`src/rtl/fnrs_pkg.sv`:
```
// Shared types and constants for the font name record selector.
package fnrs_pkg;

    // Slot count and field widths
    localparam int NumSlots   = 4;
    localparam int FieldWidth = 16;

    // Name kinds that map to slots
    localparam logic [15:0] KIND_FAMILY      = 16'd1;
    localparam logic [15:0] KIND_STYLE       = 16'd2;
    localparam logic [15:0] KIND_PREF_FAMILY = 16'd16;
    localparam logic [15:0] KIND_PREF_STYLE  = 16'd17;

    // Platform and language codes
    localparam logic [15:0] PLAT_UNICODE = 16'd0;
    localparam logic [15:0] PLAT_ROMAN   = 16'd1;
    localparam logic [15:0] PLAT_WIDE    = 16'd3;
    localparam logic [15:0] LANG_MASK    = 16'h03ff;
    localparam logic [15:0] LANG_ENGLISH = 16'h0009;
    localparam logic [15:0] UNICODE_ENC_LIMIT = 16'd4;

    // Header geometry
    localparam logic [31:0] MIN_TABLE    = 32'd8;
    localparam logic [19:0] HEADER_BYTES = 20'd6;

    // Slot ranks
    typedef logic [1:0] rank_t;
    localparam rank_t RANK_NONE    = 2'd0;
    localparam rank_t RANK_UNICODE = 2'd1;
    localparam rank_t RANK_ROMAN   = 2'd2;
    localparam rank_t RANK_WIDE    = 2'd3;

    typedef logic [1:0] slot_t;
    localparam slot_t SLOT_FAMILY      = 2'd0;
    localparam slot_t SLOT_STYLE       = 2'd1;
    localparam slot_t SLOT_PREF_FAMILY = 2'd2;
    localparam slot_t SLOT_PREF_STYLE  = 2'd3;

    // Configuration register indexes
    localparam logic [7:0] REG_TABLE_BYTES   = 8'd0;
    localparam logic [7:0] REG_TABLE_VERSION = 8'd1;
    localparam logic [7:0] REG_RECORD_COUNT  = 8'd2;
    localparam logic [7:0] REG_STRING_BASE   = 8'd3;

    // Decision for one record beat
    typedef struct packed {
        logic  take;
        slot_t slot;
        rank_t rank;
    } rec_update_t;

    // One result held for the output drain
    typedef struct packed {
        logic        found;
        logic [15:0] record_index;
        logic        is_utf16;
        logic [16:0] text_start;
        logic [15:0] text_bytes;
    } result_t;

endpackage

```
`src/rtl/fnrs_record_eval.sv`:
```
// Ranks one name record against the slot it targets.
module fnrs_record_eval
(
    input  logic [15:0]                        plat_code,
    input  logic [15:0]                        enc_code,
    input  logic [15:0]                        lang_code,
    input  logic [15:0]                        name_kind,
    input  logic [15:0]                        text_length,
    input  logic [15:0]                        text_offset,
    input  logic [15:0]                        record_idx,
    input  logic [15:0]                        record_count,
    input  logic [15:0]                        string_base,
    input  logic [31:0]                        table_bytes,
    input  fnrs_pkg::rank_t [fnrs_pkg::NumSlots-1:0] slot_rank,
    output fnrs_pkg::rec_update_t              update
);

    logic            kind_ok;
    fnrs_pkg::slot_t slot;
    logic [17:0]     text_end;
    logic            in_bounds;
    logic            in_count;
    fnrs_pkg::rank_t cur;
    logic            wide_ok;
    logic            uni_ok;
    logic            roman_ok;

    // Map the name kind to a slot
    always_comb
    begin
        kind_ok = 1'b1;
        slot    = fnrs_pkg::SLOT_FAMILY;
        case (name_kind)
            fnrs_pkg::KIND_FAMILY:      slot = fnrs_pkg::SLOT_FAMILY;
            fnrs_pkg::KIND_STYLE:       slot = fnrs_pkg::SLOT_STYLE;
            fnrs_pkg::KIND_PREF_FAMILY: slot = fnrs_pkg::SLOT_PREF_FAMILY;
            fnrs_pkg::KIND_PREF_STYLE:  slot = fnrs_pkg::SLOT_PREF_STYLE;
            default:                    kind_ok = 1'b0;
        endcase
    end

    // Skip strings that run past the table end and records beyond the count
    assign text_end  = {2'b00, string_base} + {2'b00, text_offset} + {2'b00, text_length};
    assign in_bounds = ({14'd0, text_end} <= table_bytes);
    assign in_count  = (record_idx < record_count);

    assign cur = slot_rank[slot];

    // Platform rules, one per platform code
    assign wide_ok = (plat_code == fnrs_pkg::PLAT_WIDE)
                  && (enc_code == 16'd0 || enc_code == 16'd1)
                  && (((lang_code & fnrs_pkg::LANG_MASK) == fnrs_pkg::LANG_ENGLISH)
                      || (cur < fnrs_pkg::RANK_WIDE));
    assign uni_ok  = (plat_code == fnrs_pkg::PLAT_UNICODE)
                  && (enc_code < fnrs_pkg::UNICODE_ENC_LIMIT)
                  && (cur < fnrs_pkg::RANK_UNICODE);
    assign roman_ok = (plat_code == fnrs_pkg::PLAT_ROMAN)
                   && (enc_code == 16'd0) && (lang_code == 16'd0)
                   && (cur < fnrs_pkg::RANK_ROMAN);

    always_comb
    begin
        update.slot = slot;
        update.take = 1'b0;
        update.rank = fnrs_pkg::RANK_NONE;
        if (kind_ok && in_bounds && in_count)
        begin
            if (wide_ok)
            begin
                update.take = 1'b1;
                update.rank = fnrs_pkg::RANK_WIDE;
            end
            else if (uni_ok)
            begin
                update.take = 1'b1;
                update.rank = fnrs_pkg::RANK_UNICODE;
            end
            else if (roman_ok)
            begin
                update.take = 1'b1;
                update.rank = fnrs_pkg::RANK_ROMAN;
            end
        end
    end

endmodule

```
`src/rtl/font_name_record_selector.sv`:
```
// Top level of the font name record selector: slot state, result bank and drain.
// A record beat updates its slot at the accepting edge; a last beat captures the
// four results, the first shown the next cycle, one per cycle after while m_axis_tready is high.
// Throughput: one input beat per cycle; a last beat stalls only while the
// previous run's four results are still draining through the single result bank.
// Reset (rst_n low, async) clears all slot ranks, the record counter, config and bank valid.
module font_name_record_selector
(
    input  logic        clk,
    input  logic        rst_n,
    // configuration write port
    input  logic        cfg_wen,
    input  logic [7:0]  cfg_index,
    input  logic [31:0] cfg_wdata,
    // input record stream
    input  logic        s_axis_tvalid,
    output logic        s_axis_tready,
    // platform[15:0], encoding[31:16], language[47:32], name_kind[63:48],
    // text_length[79:64], text_offset[95:80]
    input  logic [95:0] s_axis_tdata,
    // carries_record[0]
    input  logic        s_axis_tuser,
    input  logic        s_axis_tlast,
    // result stream
    output logic        m_axis_tvalid,
    input  logic        m_axis_tready,
    // found[0], record_index[16:1], is_utf16[17], text_start[34:18],
    // text_bytes[50:35], zero pad[55:51]
    output logic [55:0] m_axis_tdata,
    // slot[1:0]
    output logic [1:0]  m_axis_tuser,
    output logic        m_axis_tlast
);

    localparam int N = fnrs_pkg::NumSlots;

    // Configuration registers
    logic [31:0] table_bytes_reg;
    logic [15:0] table_version_reg;
    logic [15:0] record_count_reg;
    logic [15:0] string_base_reg;

    // Run state
    fnrs_pkg::rank_t [N-1:0] rank_reg, rank_next;
    logic [15:0] rec_reg    [N];
    logic [15:0] offset_reg [N];
    logic [15:0] length_reg [N];
    logic [15:0] counter_reg, counter_next;

    // Result bank
    fnrs_pkg::result_t bank_reg [N];
    logic              busy_reg;
    logic [1:0]        drain_reg;

    fnrs_pkg::rec_update_t update;
    logic        s_beat;
    logic        m_beat;
    logic        drain_done;
    logic        rec_take;
    logic        capture;
    logic        header_good;
    logic [19:0] dir_end;
    fnrs_pkg::result_t sel;

    // Latch configuration writes; unknown indexes drop
    always_ff @(posedge clk or negedge rst_n)
    begin
        if (!rst_n)
        begin
            table_bytes_reg   <= '0;
            table_version_reg <= '0;
            record_count_reg  <= '0;
            string_base_reg   <= '0;
        end
        else if (cfg_wen)
        begin
            case (cfg_index)
                fnrs_pkg::REG_TABLE_BYTES:   table_bytes_reg   <= cfg_wdata;
                fnrs_pkg::REG_TABLE_VERSION: table_version_reg <= cfg_wdata[15:0];
                fnrs_pkg::REG_RECORD_COUNT:  record_count_reg  <= cfg_wdata[15:0];
                fnrs_pkg::REG_STRING_BASE:   string_base_reg   <= cfg_wdata[15:0];
                default: ;
            endcase
        end
    end

    // Handshakes; a last beat waits for a free result bank
    assign m_beat        = m_axis_tvalid && m_axis_tready;
    assign drain_done    = m_beat && (drain_reg == 2'(N - 1));
    assign s_axis_tready = !busy_reg || !s_axis_tlast || drain_done;
    assign s_beat        = s_axis_tvalid && s_axis_tready;

    fnrs_record_eval u_eval
    (
        .plat_code    (s_axis_tdata[15:0]),
        .enc_code     (s_axis_tdata[31:16]),
        .lang_code    (s_axis_tdata[47:32]),
        .name_kind    (s_axis_tdata[63:48]),
        .text_length  (s_axis_tdata[79:64]),
        .text_offset  (s_axis_tdata[95:80]),
        .record_idx   (counter_reg),
        .record_count (record_count_reg),
        .string_base  (string_base_reg),
        .table_bytes  (table_bytes_reg),
        .slot_rank    (rank_reg),
        .update       (update)
    );

    assign rec_take = s_beat && s_axis_tuser && update.take;
    assign capture  = s_beat && s_axis_tlast;

    // Header check: 6 + 12 * record_count must fit before string storage
    assign dir_end = fnrs_pkg::HEADER_BYTES + {1'b0, record_count_reg, 3'b000}
                   + {2'b00, record_count_reg, 2'b00};
    assign header_good = (table_bytes_reg >= fnrs_pkg::MIN_TABLE)
                      && (table_version_reg == 16'd0)
                      && ({16'd0, string_base_reg} < table_bytes_reg)
                      && (dir_end <= {4'd0, string_base_reg});

    // Advance the slot ranks and the record counter
    always_comb
    begin
        rank_next    = rank_reg;
        counter_next = counter_reg;
        if (s_beat && s_axis_tuser && counter_reg != 16'hffff)
            counter_next = counter_reg + 16'd1;
        if (rec_take)
            rank_next[update.slot] = update.rank;
        if (capture)
        begin
            rank_next    = '0;
            counter_next = '0;
        end
    end

    always_ff @(posedge clk or negedge rst_n)
    begin
        if (!rst_n)
        begin
            rank_reg    <= '0;
            counter_reg <= '0;
        end
        else
        begin
            rank_reg    <= rank_next;
            counter_reg <= counter_next;
        end
    end

    // Hold the chosen record of each slot
    always_ff @(posedge clk)
    begin
        if (rec_take)
        begin
            rec_reg[update.slot]    <= counter_reg;
            offset_reg[update.slot] <= s_axis_tdata[95:80];
            length_reg[update.slot] <= s_axis_tdata[79:64];
        end
    end

    // Capture the four results, including a record on the last beat
    always_ff @(posedge clk)
    begin
        if (capture)
        begin
            for (int k = 0; k < N; k++)
            begin
                logic            hit;
                logic            fresh;
                fnrs_pkg::rank_t rk;
                logic [15:0]     ri;
                logic [15:0]     ro;
                logic [15:0]     rl;
                fresh = rec_take && (update.slot == 2'(k));
                rk = fresh ? update.rank          : rank_reg[k];
                ri = fresh ? counter_reg         : rec_reg[k];
                ro = fresh ? s_axis_tdata[95:80] : offset_reg[k];
                rl = fresh ? s_axis_tdata[79:64] : length_reg[k];
                hit = header_good && (rk != fnrs_pkg::RANK_NONE);
                bank_reg[k].found        <= hit;
                bank_reg[k].record_index <= hit ? ri : 16'd0;
                bank_reg[k].is_utf16     <= hit && (rk != fnrs_pkg::RANK_ROMAN);
                bank_reg[k].text_start   <= hit ? ({1'b0, string_base_reg} + {1'b0, ro})
                                                : 17'd0;
                bank_reg[k].text_bytes   <= hit ? rl : 16'd0;
            end
        end
    end

    // Drain the bank one beat per slot
    always_ff @(posedge clk or negedge rst_n)
    begin
        if (!rst_n)
        begin
            busy_reg  <= 1'b0;
            drain_reg <= '0;
        end
        else if (capture)
        begin
            busy_reg  <= 1'b1;
            drain_reg <= '0;
        end
        else if (m_beat)
        begin
            drain_reg <= drain_reg + 2'd1;
            if (drain_done)
                busy_reg <= 1'b0;
        end
    end

    // Drive the result beat
    assign sel           = bank_reg[drain_reg];
    assign m_axis_tvalid = busy_reg;
    assign m_axis_tuser  = drain_reg;
    assign m_axis_tlast  = (drain_reg == 2'(N - 1));
    assign m_axis_tdata  = {5'd0, sel.text_bytes, sel.text_start, sel.is_utf16,
                            sel.record_index, sel.found};

endmodule
```
`config.mk`:
```
export PLATFORM = sky130hd
export DESIGN_NAME = font_name_record_selector
export DESIGN_NICKNAME = d
export VERILOG_FILES = /design/src/rtl/fnrs_pkg.sv /design/src/rtl/fnrs_record_eval.sv /design/src/rtl/font_name_record_selector.sv
export SDC_FILE = /design/constraint.sdc
export NUM_CORES = 1
export LEC_CHECK = 0
export BUFFER_PORTS_ARGS = -buffer_cell sky130_fd_sc_hd__buf_2
export CORE_MARGIN = 1.5
export CORE_UTILIZATION = 30
export CTS_BUF_LIST = sky130_fd_sc_hd__clkbuf_16
export CTS_CLUSTER_DIAMETER = 80
export DETAILED_ROUTE_END_ITERATION = 6
export GPL_ROUTABILITY_DRIVEN = 0
export GPL_TIMING_DRIVEN = 0
export PLACE_DENSITY_LB_ADDON = 0.25
export SYNTH_ARGS = -nofsm -noshare
export SYNTH_HDL_FRONTEND = slang
export SYNTH_SLANG_ARGS = --single-unit
export TNS_END_PERCENT = 30
```
`constraint.sdc`:
```
create_clock -name clk -period 9.17 [get_ports clk]
set_input_delay 1.834 -clock clk [delete_from_list [all_inputs] [get_ports clk]]
set_output_delay 1.834 -clock clk [all_outputs]
set_load 0.02 [all_outputs]
```
Word-level counts from Yosys, hierarchy flattened --
Memories as Yosys holds them, arrays and structs flattened. Index checks and enable logic that the tools add are counted. W data, S select, Z words.
Operators by class: add/subtract/negate cells 10, order comparisons 11, equality and inequality tests 20, multiplexer cells 56, reduce and logical (&&, ||, !) cells 58
Operators with widths (number):
- $mux W16 | 22
- $add A16 B16 Y17 | 5
- $mux W17 | 4
- $logic_not A16 Y1 | 4
- $eq A16 B1 Y1 const B | 3
- $eq A16 B2 Y1 const B | 2
- $eq A16 B5 Y1 const B | 2
- $ge A32 B4 Y1 const B | 1
- $le A18 B32 Y1 | 1
- $logic_and A1 B1 Y1 | 32
- $lt A16 B32 Y1 | 1
- $mux W2 | 12
- $add A20 B18 Y20 | 1
- $add A3 B19 Y20 const A | 1
- $le A20 B16 Y1 | 1
- $add A18 B16 Y18 | 1
- $add A16 B1 Y16 const B | 1
- $eq A8 B2 Y1 const B | 2
- $lt A16 B16 Y1 | 1
- $lt A16 B3 Y1 const B | 1
- $mux W8 | 2
- $ne A16 B16 Y1 const B | 1
- $reduce_bool A2 Y1 | 8
- $mux W1 | 12
- other kinds (20) | 34
Storage, ports and cells: register bits after elaboration 107, RAM bits 396, input port bits 143, output and inout port bits 61, word-level logic and storage cells 170, memories kept 4
Memory list:
- bank_reg | words 4, bits a word 51, read ports 1, clocked after memory_dff 0, wr ports 4, line font_name_record_selector.sv:51 | fnrs_pkg::result_t bank_reg [N];
- length_reg | words 4, bits a word 16, read ports 4, clocked after memory_dff 0, wr ports 1, line font_name_record_selector.sv:47 | logic [15:0] length_reg [N];
- offset_reg | words 4, bits a word 16, read ports 4, clocked after memory_dff 0, wr ports 1, line font_name_record_selector.sv:46 | logic [15:0] offset_reg [N];
- rec_reg | words 4, bits a word 16, read ports 4, clocked after memory_dff 0, wr ports 1, line font_name_record_selector.sv:45 | logic [15:0] rec_reg [N];

Logic depth before layout (Yosys ltp) --
Gate-level depths: netlist of the first run.
depth in word-level cells 16, gate-level depth with buffers 40, gate-level depth less buffers 37

By module --
A second synthesis of the first run with hierarchy kept.
Unflattened totals: cell total of the unflattened synthesis 2186, area, all modules 28041.9 um^2
By module, submodules not included:
- font_name_record_selector | times used 1, cells each 1890, area each 25724.7 um^2
- fnrs_record_eval | times used 1, cells each 296, area each 2317.2 um^2

Least setup slack after synthesis of the first run --
OpenSTA, ideal clock, no wires.
kind in2reg, start point in s_axis_tdata[80], end point mem bank_reg[2][30] in the netlist's numbering (data pin), library setup time 266 ps, arrival 8676 ps, required time 8904 ps, setup slack 228 ps, stages 38, path through ha_1 > inv_1 > fa_1 > nor2b_1 > o31ai_1 > a211oi_1 > o31ai_1 > xnor2_1 > ha_1 > a21oi_1 > a21boi_0 > a31oi_1 > o21a_1 > a2111oi_0 > nor3_1 > ha_1 > nand4_1 > nor3_1 > [... 2 more ...] > o211ai_1 > or4_1 > clkbuf_1 > buf_2 > clkbuf_1 > nand2_1 > nand2_1 > ha_1 > inv_1 > fa_1 > nor2b_1 > o31a_1 > o211ai_1 > a21o_1 > a31oi_1 > a311o_1 > xnor2_1 > nor2_1
RTL lines:
- from (decl) | line font_name_record_selector.sv:20 | input logic [95:0] s_axis_tdata,
- to (decl) | line font_name_record_selector.sv:51

==> reports/summary.txt, run 1 <==
Vias per cell - 4.972
Power per cell area - 189.4 nW/um2
Post-CTS Hold Fix Bufs - 0
Synth warn - 0
Clock Path Buffers - 3
EDFF count, synth - 396
WL/cell - 21.12 um
Finished layout cell area - 32690 um2
Syn Inst Count - 2454
Fraction of registers with async set/reset - 0.2127
Residual DRC - 0
CTS tree - done
Boundary Pins - 204
Fin crit period - 8900 ps
WHS - 504.0 ps
Fin nets - 3087
Final Setup Violations - 0
Die height - 304.0 um
P_leak - 13.15 nW
Max frequency - 0.1124 GHz
Die X - 304.0 um
Initial core utilization - 0.3025
Total gr overflow - 0
First-pass GRT wire length - 123900 um
Most frequent cells in the layout - nand2_1 (534), edfxtp_1 (396), a21oi_1 (217), buf_2 (196), ha_1 (171)
Placed cell areas - 29980 um2
Total Routing Usage GR - 0.1783
Rel. slew slack - 0.1093
Final worst-path cycle share - 0.9705
Layout cell share with drive strength beyond 1 - 0.2010
Cell mode on critical path - buf_12
Final slew viol count - 0
DP HPWL - 62420 um
Switching part of the total - 0.2964
Worst skew pair latency - 650 ps
Final design utilization - 0.3638
Clock sinks - 503
Power Total - 6.194 mW
Iter 0 DRT Violations - 1466
Sequential share of power - 0.424
MaxCap Viol Count - 0
Tightest Hold Check Type - reg -> reg
Number of global-route vias before repair - 19520
Area delta synth->final - 20.27%
CP max-delay cell - or4_4
FILL cells - 8920
Avg Inst Size Synth - 11.08 um2
Core footprint - 89870 um2
Commonest non-fill, non-tap cell in the layout - nand2_1
Vias - 19800
Max reg flops - 204
Routed wire length - 84110 um
Worst Setup Path Type - in -> reg
Layout Skew - 24.20 ps
Power share of the clock group - 0.368
Switch Pwr - 1.836 mW
Comb power frac - 0.208
Crit-path max FO - 6
Largest net degree at the start of global routing - 64
Seq cells post-synth - 503
CTS H-Tree Depth - 2
Detail Route Antenna Nets - 0
Final-report hold violation count - 0
Sequential area share after synthesis - 0.5360
CP Launch Type - input port
Status - finished, final reports clean
Clock Root Buffer - clkbuf_16
Yosys cell types - 72
Mapped cell area - 27180 um2
Max stage delay on crit path - 600 ps
Initial antenna violation count - 10
Critical Path RT - 9550 ps
VDD IR max - 0.0001535 V
Num CTS Buffers - 58
Reg clk slew, reported paths - 60 ps
Power Internal - 4.358 mW
First drt pass iteration count - 5
Setup_tns - 0 ps
Row count - 110
Die ar. - 92420 um2
Slew @ Worst Pin - 1302 ps
Setup crit end kind - register
Crit path arrival time - 9280 ps
I/O Buffers - 198
Dominant synthesized flop cell - edfxtp_1
cells in the mapped netlist, types with 8 or more instances:
cell type	number	area [um2]
nand2_1	536	2012
nand4_1	16	100.1
nor3_1	46	230.2
or2_2	13	81.33
mux4_2	51	1149
a211oi_1	23	172.7
dfrtp_1	107	2678
clkbuf_1	77	289.0
buf_2	11	55.05
nor4_1	19	118.9
o21ai_0	74	370.4
nor2_1	134	503.0
o211ai_1	13	97.59
xor2_1	43	376.6
and2_1	11	68.82
a21o_1	28	210.2
mux2i_1	10	100.1
ha_1	181	2265
nor2b_1	16	100.1
inv_1	91	341.6
a21oi_1	224	1121
or4_1	10	75.07
and3_1	8	50.05
or3_1	12	75.07
o21a_1	17	127.6
nand3_1	34	170.2
xnor2_1	41	359.1
mux2_2	64	720.7
edfxtp_1	396	11890
a31oi_1	17	106.4
nand2b_1	14	87.58
stage by stage:
stage	instances	setup slack (ps)
2_1_floorplan	2458	228.4
3_3_place_gp	3832	-3315
3_5_place_dp	3846	-2648
4_1_cts	3964	18.97
5_1_grt	3983	-19.47
6_report	3983	270.4
path summary, 6_finish.rpt:
| kind | from | to | slack, ps | cells after the start |
|---|---|---|---|---|
| max | s_axis_tdata[80] | bank_reg[3][30] | 270 | 38 |
| min | table_version_reg[14] | table_version_reg[14] | 500 | 1 |
| max reg2reg | string_base_reg[1] | bank_reg[3][30] | 510 | 36 |
| min reg2reg | table_version_reg[14] | table_version_reg[14] | 500 | 1 |
| max in group asynchronous | rst_n | table_bytes_reg[31] | 7330 | 2 |
| min in group asynchronous | rst_n | table_version_reg[5] | 1150 | 1 |
power groups by stage:
| stage | Combinational (mW) | Sequential (mW) | Clock (mW) |
|---|---|---|---|
| floorplan | 0.807 | 2.67 | 0 |
| global placement | 1.24 | 2.70 | 0 |
| detailed placement | 1.26 | 2.67 | 0 |
| CTS | 1.30 | 2.63 | 2.32 |
| global route | 1.40 | 2.64 | 2.41 |
| finish | 1.29 | 2.63 | 2.28 |
critical path: cells and delay by family:
kind / cells / cell delay, ps
xor gates and xnor gates: 1 / 210
adders and majority gates: 6 / 1340
AOI/OAI and AO/OA: 15 / 3360
buffers and inverters: 6 / 750
and+or+nand+nor: 10 / 1760
routing by layer:
layer / up-vias / share of wire / global-route usage
met5: - / 0.00059 / 0
met4: 10 / 0.018 / 0.04406
met3: 95 / 0.051 / 0.02730
met2: 468 / 0.48 / 0.2949
met1: 9672 / 0.45 / 0.2444
li1: 9559 / - / -
final cells by class:
class                   count  area [um2]  area share
flip-flops and latches    503       14570      0.4456
multi-input cells        1764       12390      0.3791
repair buffers            246        1583     0.04841
clock buffers              59        1476     0.04516
well taps                1176        1471     0.04501
plain buffers              92       466.7     0.01428
clock inverters            51       387.9     0.01186
inverters                  91       341.6     0.01045
diodes                      1       2.502  0.00007654
timing repair:
action	in CTS	in global routing
gates cloned	0	1
resized for setup	86	61
setup endpoints to repair	131	27
setup buffers	14	19
pin swaps	24	51
endpoints found under the hold margin	0	0
cells by family (layout without fill, tap and decap cells):
kind of cell / after synthesis / after routing / share of synthesized area
mux: 125 / 125 / 0.07245
other cells: 1 / 6 / 0.0001380
xor+xnor: 84 / 84 / 0.02707
compound gates: 470 / 470 / 0.1056
flops: 503 / 503 / 0.5360
simple gates: 892 / 892 / 0.1427
buf+inv: 191 / 539 / 0.02757
fa+ha+maj: 188 / 188 / 0.08847
No activity file was read; power rests on OpenSTA's default activity.
==> run 2: changes to the inputs <==
--- a/config.mk
+++ b/config.mk
@@ -9,7 +9,6 @@
 export CORE_MARGIN = 1.5
 export CORE_UTILIZATION = 30
 export CTS_BUF_LIST = sky130_fd_sc_hd__clkbuf_16
-export CTS_CLUSTER_DIAMETER = 80
 export DETAILED_ROUTE_END_ITERATION = 6
 export GPL_ROUTABILITY_DRIVEN = 0
 export GPL_TIMING_DRIVEN = 0
==> constraint.sdc (replaced) <==
create_clock -name clk -period 11.3 [get_ports clk]
set_input_delay 2.26 -clock clk [delete_from_list [all_inputs] [get_ports clk]]
set_output_delay 2.26 -clock clk [all_outputs]
set_load 0.02 [all_outputs]
==> reports/summary.txt, run 2 (synthesized netlist as in run 1, its figures left out) <==
Slew @ Worst Pin - 1304 ps
MaxCap Viol Count - 0
Reg clk slew, reported paths - 60 ps
Worst Setup Path Type - in -> reg
Final-report hold violation count - 0
P_leak - 12.90 nW
Fin crit period - 10820 ps
Placed cell areas - 29980 um2
Vias per cell - 4.948
Finished layout cell area - 31960 um2
Vias - 19590
CTS tree - done
First-pass GRT wire length - 123500 um
Reg2reg setup slack - 1340 ps
Max reg flops - 204
Initial core utilization - 0.3025
Power Total - 5.004 mW
Largest net degree at the start of global routing - 64
Initial antenna violation count - 11
Tightest Hold Check Type - reg -> reg
Fin worst setup slack - 475.3 ps
Clock Path Buffers - 3
VDD IR max - 0.0001229 V
Row count - 110
Core footprint - 89870 um2
Critical Path End - bank_reg[1][32]
Clock Root Buffer - clkbuf_16
Num CTS Buffers - 58
Rel. slew slack - 0.1170
Finished Layout Cells - 3959
Layout Skew - 21.84 ps
Critical Path RT - 11770 ps
Routed wire length - 83090 um
Die height - 304.0 um
WHS - 504.0 ps
Commonest non-fill, non-tap cell in the layout - nand2_1
Final design utilization - 0.3556
CTS H-Tree Depth - 2
CP Launch Type - input port
Max frequency - 0.09238 GHz
Area delta synth->final - 17.57%
Cell depth of the worst setup path - 37
Worst Path Buf+Inv - 5
Final Setup Violations - 0
Fin nets - 3062
Worst skew pair latency - 640 ps
Iter 0 DRT Violations - 1463
RSZ-0062 raised after global routing - false
I/O Buffers - 198
Number of global-route vias before repair - 19400
Setup crit end kind - register
Total gr overflow - 0
First drt pass iteration count - 5
Layout cell share with drive strength beyond 1 - 0.1679
Pre-CTS WS - -944.3 ps
Post-CTS Hold Fix Bufs - 0
Residual DRC - 0
Crit-path max FO - 10
Setup_tns - 0 ps
Die ar. - 92420 um2
Total Routing Usage GR - 0.1778
Detail Route Antenna Nets - 0
Status - finished, final reports clean
Final worst-path cycle share - 0.9579
Die X - 304.0 um
WL/cell - 20.99 um
R2R Path Start - string_base_reg[1]
Setup crit start - s_axis_tdata[80]
DP HPWL - 62420 um
Most frequent cells in the layout - nand2_1 (536), edfxtp_1 (396), a21oi_1 (224), buf_2 (208), ha_1 (181)
Reg2reg path depth - 35
Top Family by Delay on Critical Path - compound AO/OA/AOI/OAI gates
Dpl cells - 3846
Clock sinks - 503
CP max-delay cell - nor3_1
R2R Path End - bank_reg[1][32]
Crit path arrival time - 11300 ps
Final slew viol count - 0
Boundary Pins - 204
Power per cell area - 156.6 nW/um2
Max stage delay on crit path - 780 ps
## run 2: changes by cell type in the layout (fill, tap and decap cells not counted), moves of 7 or more
cell / change
buf_4: -37
buf_2: +12
ha_1: +10
a21oi_2: -7
clkbuf_1: +8
a21oi_1: +7
## run 2: worst min path at each step
stage / start / end / cells past startpoint
final: table_version_reg[14] / table_version_reg[14] / 1
after global routing: table_bytes_reg[23] / table_bytes_reg[23] / 1
after CTS: table_version_reg[14] / table_version_reg[14] / 1
after detailed placement: table_version_reg[14] / table_version_reg[14] / 1
after global placement: table_version_reg[15] / table_version_reg[15] / 1
after floorplan: table_version_reg[8] / table_version_reg[8] / 1
## run 2: timing repair
item                                    4_1_cts  5_1_grt
gates resized for setup                       2       17
endpoints found under the setup margin       13       27
buffers inserted                              0        2
pin swaps                                     0        1
## run 2: power by group
group / switching [mW] / internal, mW
Clock: 0.802 / 1.06
Combinational: 0.610 / 0.399
Sequential: 0.0560 / 2.08
## run 2: metal layers
metal	up-vias	GRT usage	share of wire
li1	9507	-	-
met5	-	0	0.00085
met4	12	0.04277	0.019
met3	97	0.02730	0.052
met2	450	0.2942	0.47
met1	9524	0.2438	0.45
## run 2: layout make-up
| type | instances | area [um2] |
|---|---|---|
| diodes | 2 | 5.005 |
| fillers | 8977 | 57920 |
| clock buffers | 59 | 1476 |
| clock inverters | 51 | 409.1 |
| repair buffers | 214 | 1300 |
| inverters | 91 | 341.6 |
| plain buffers | 99 | 414.1 |
| flip-flops and latches | 503 | 14570 |
| well taps | 1176 | 1471 |
| multi-input cells | 1764 | 11970 |
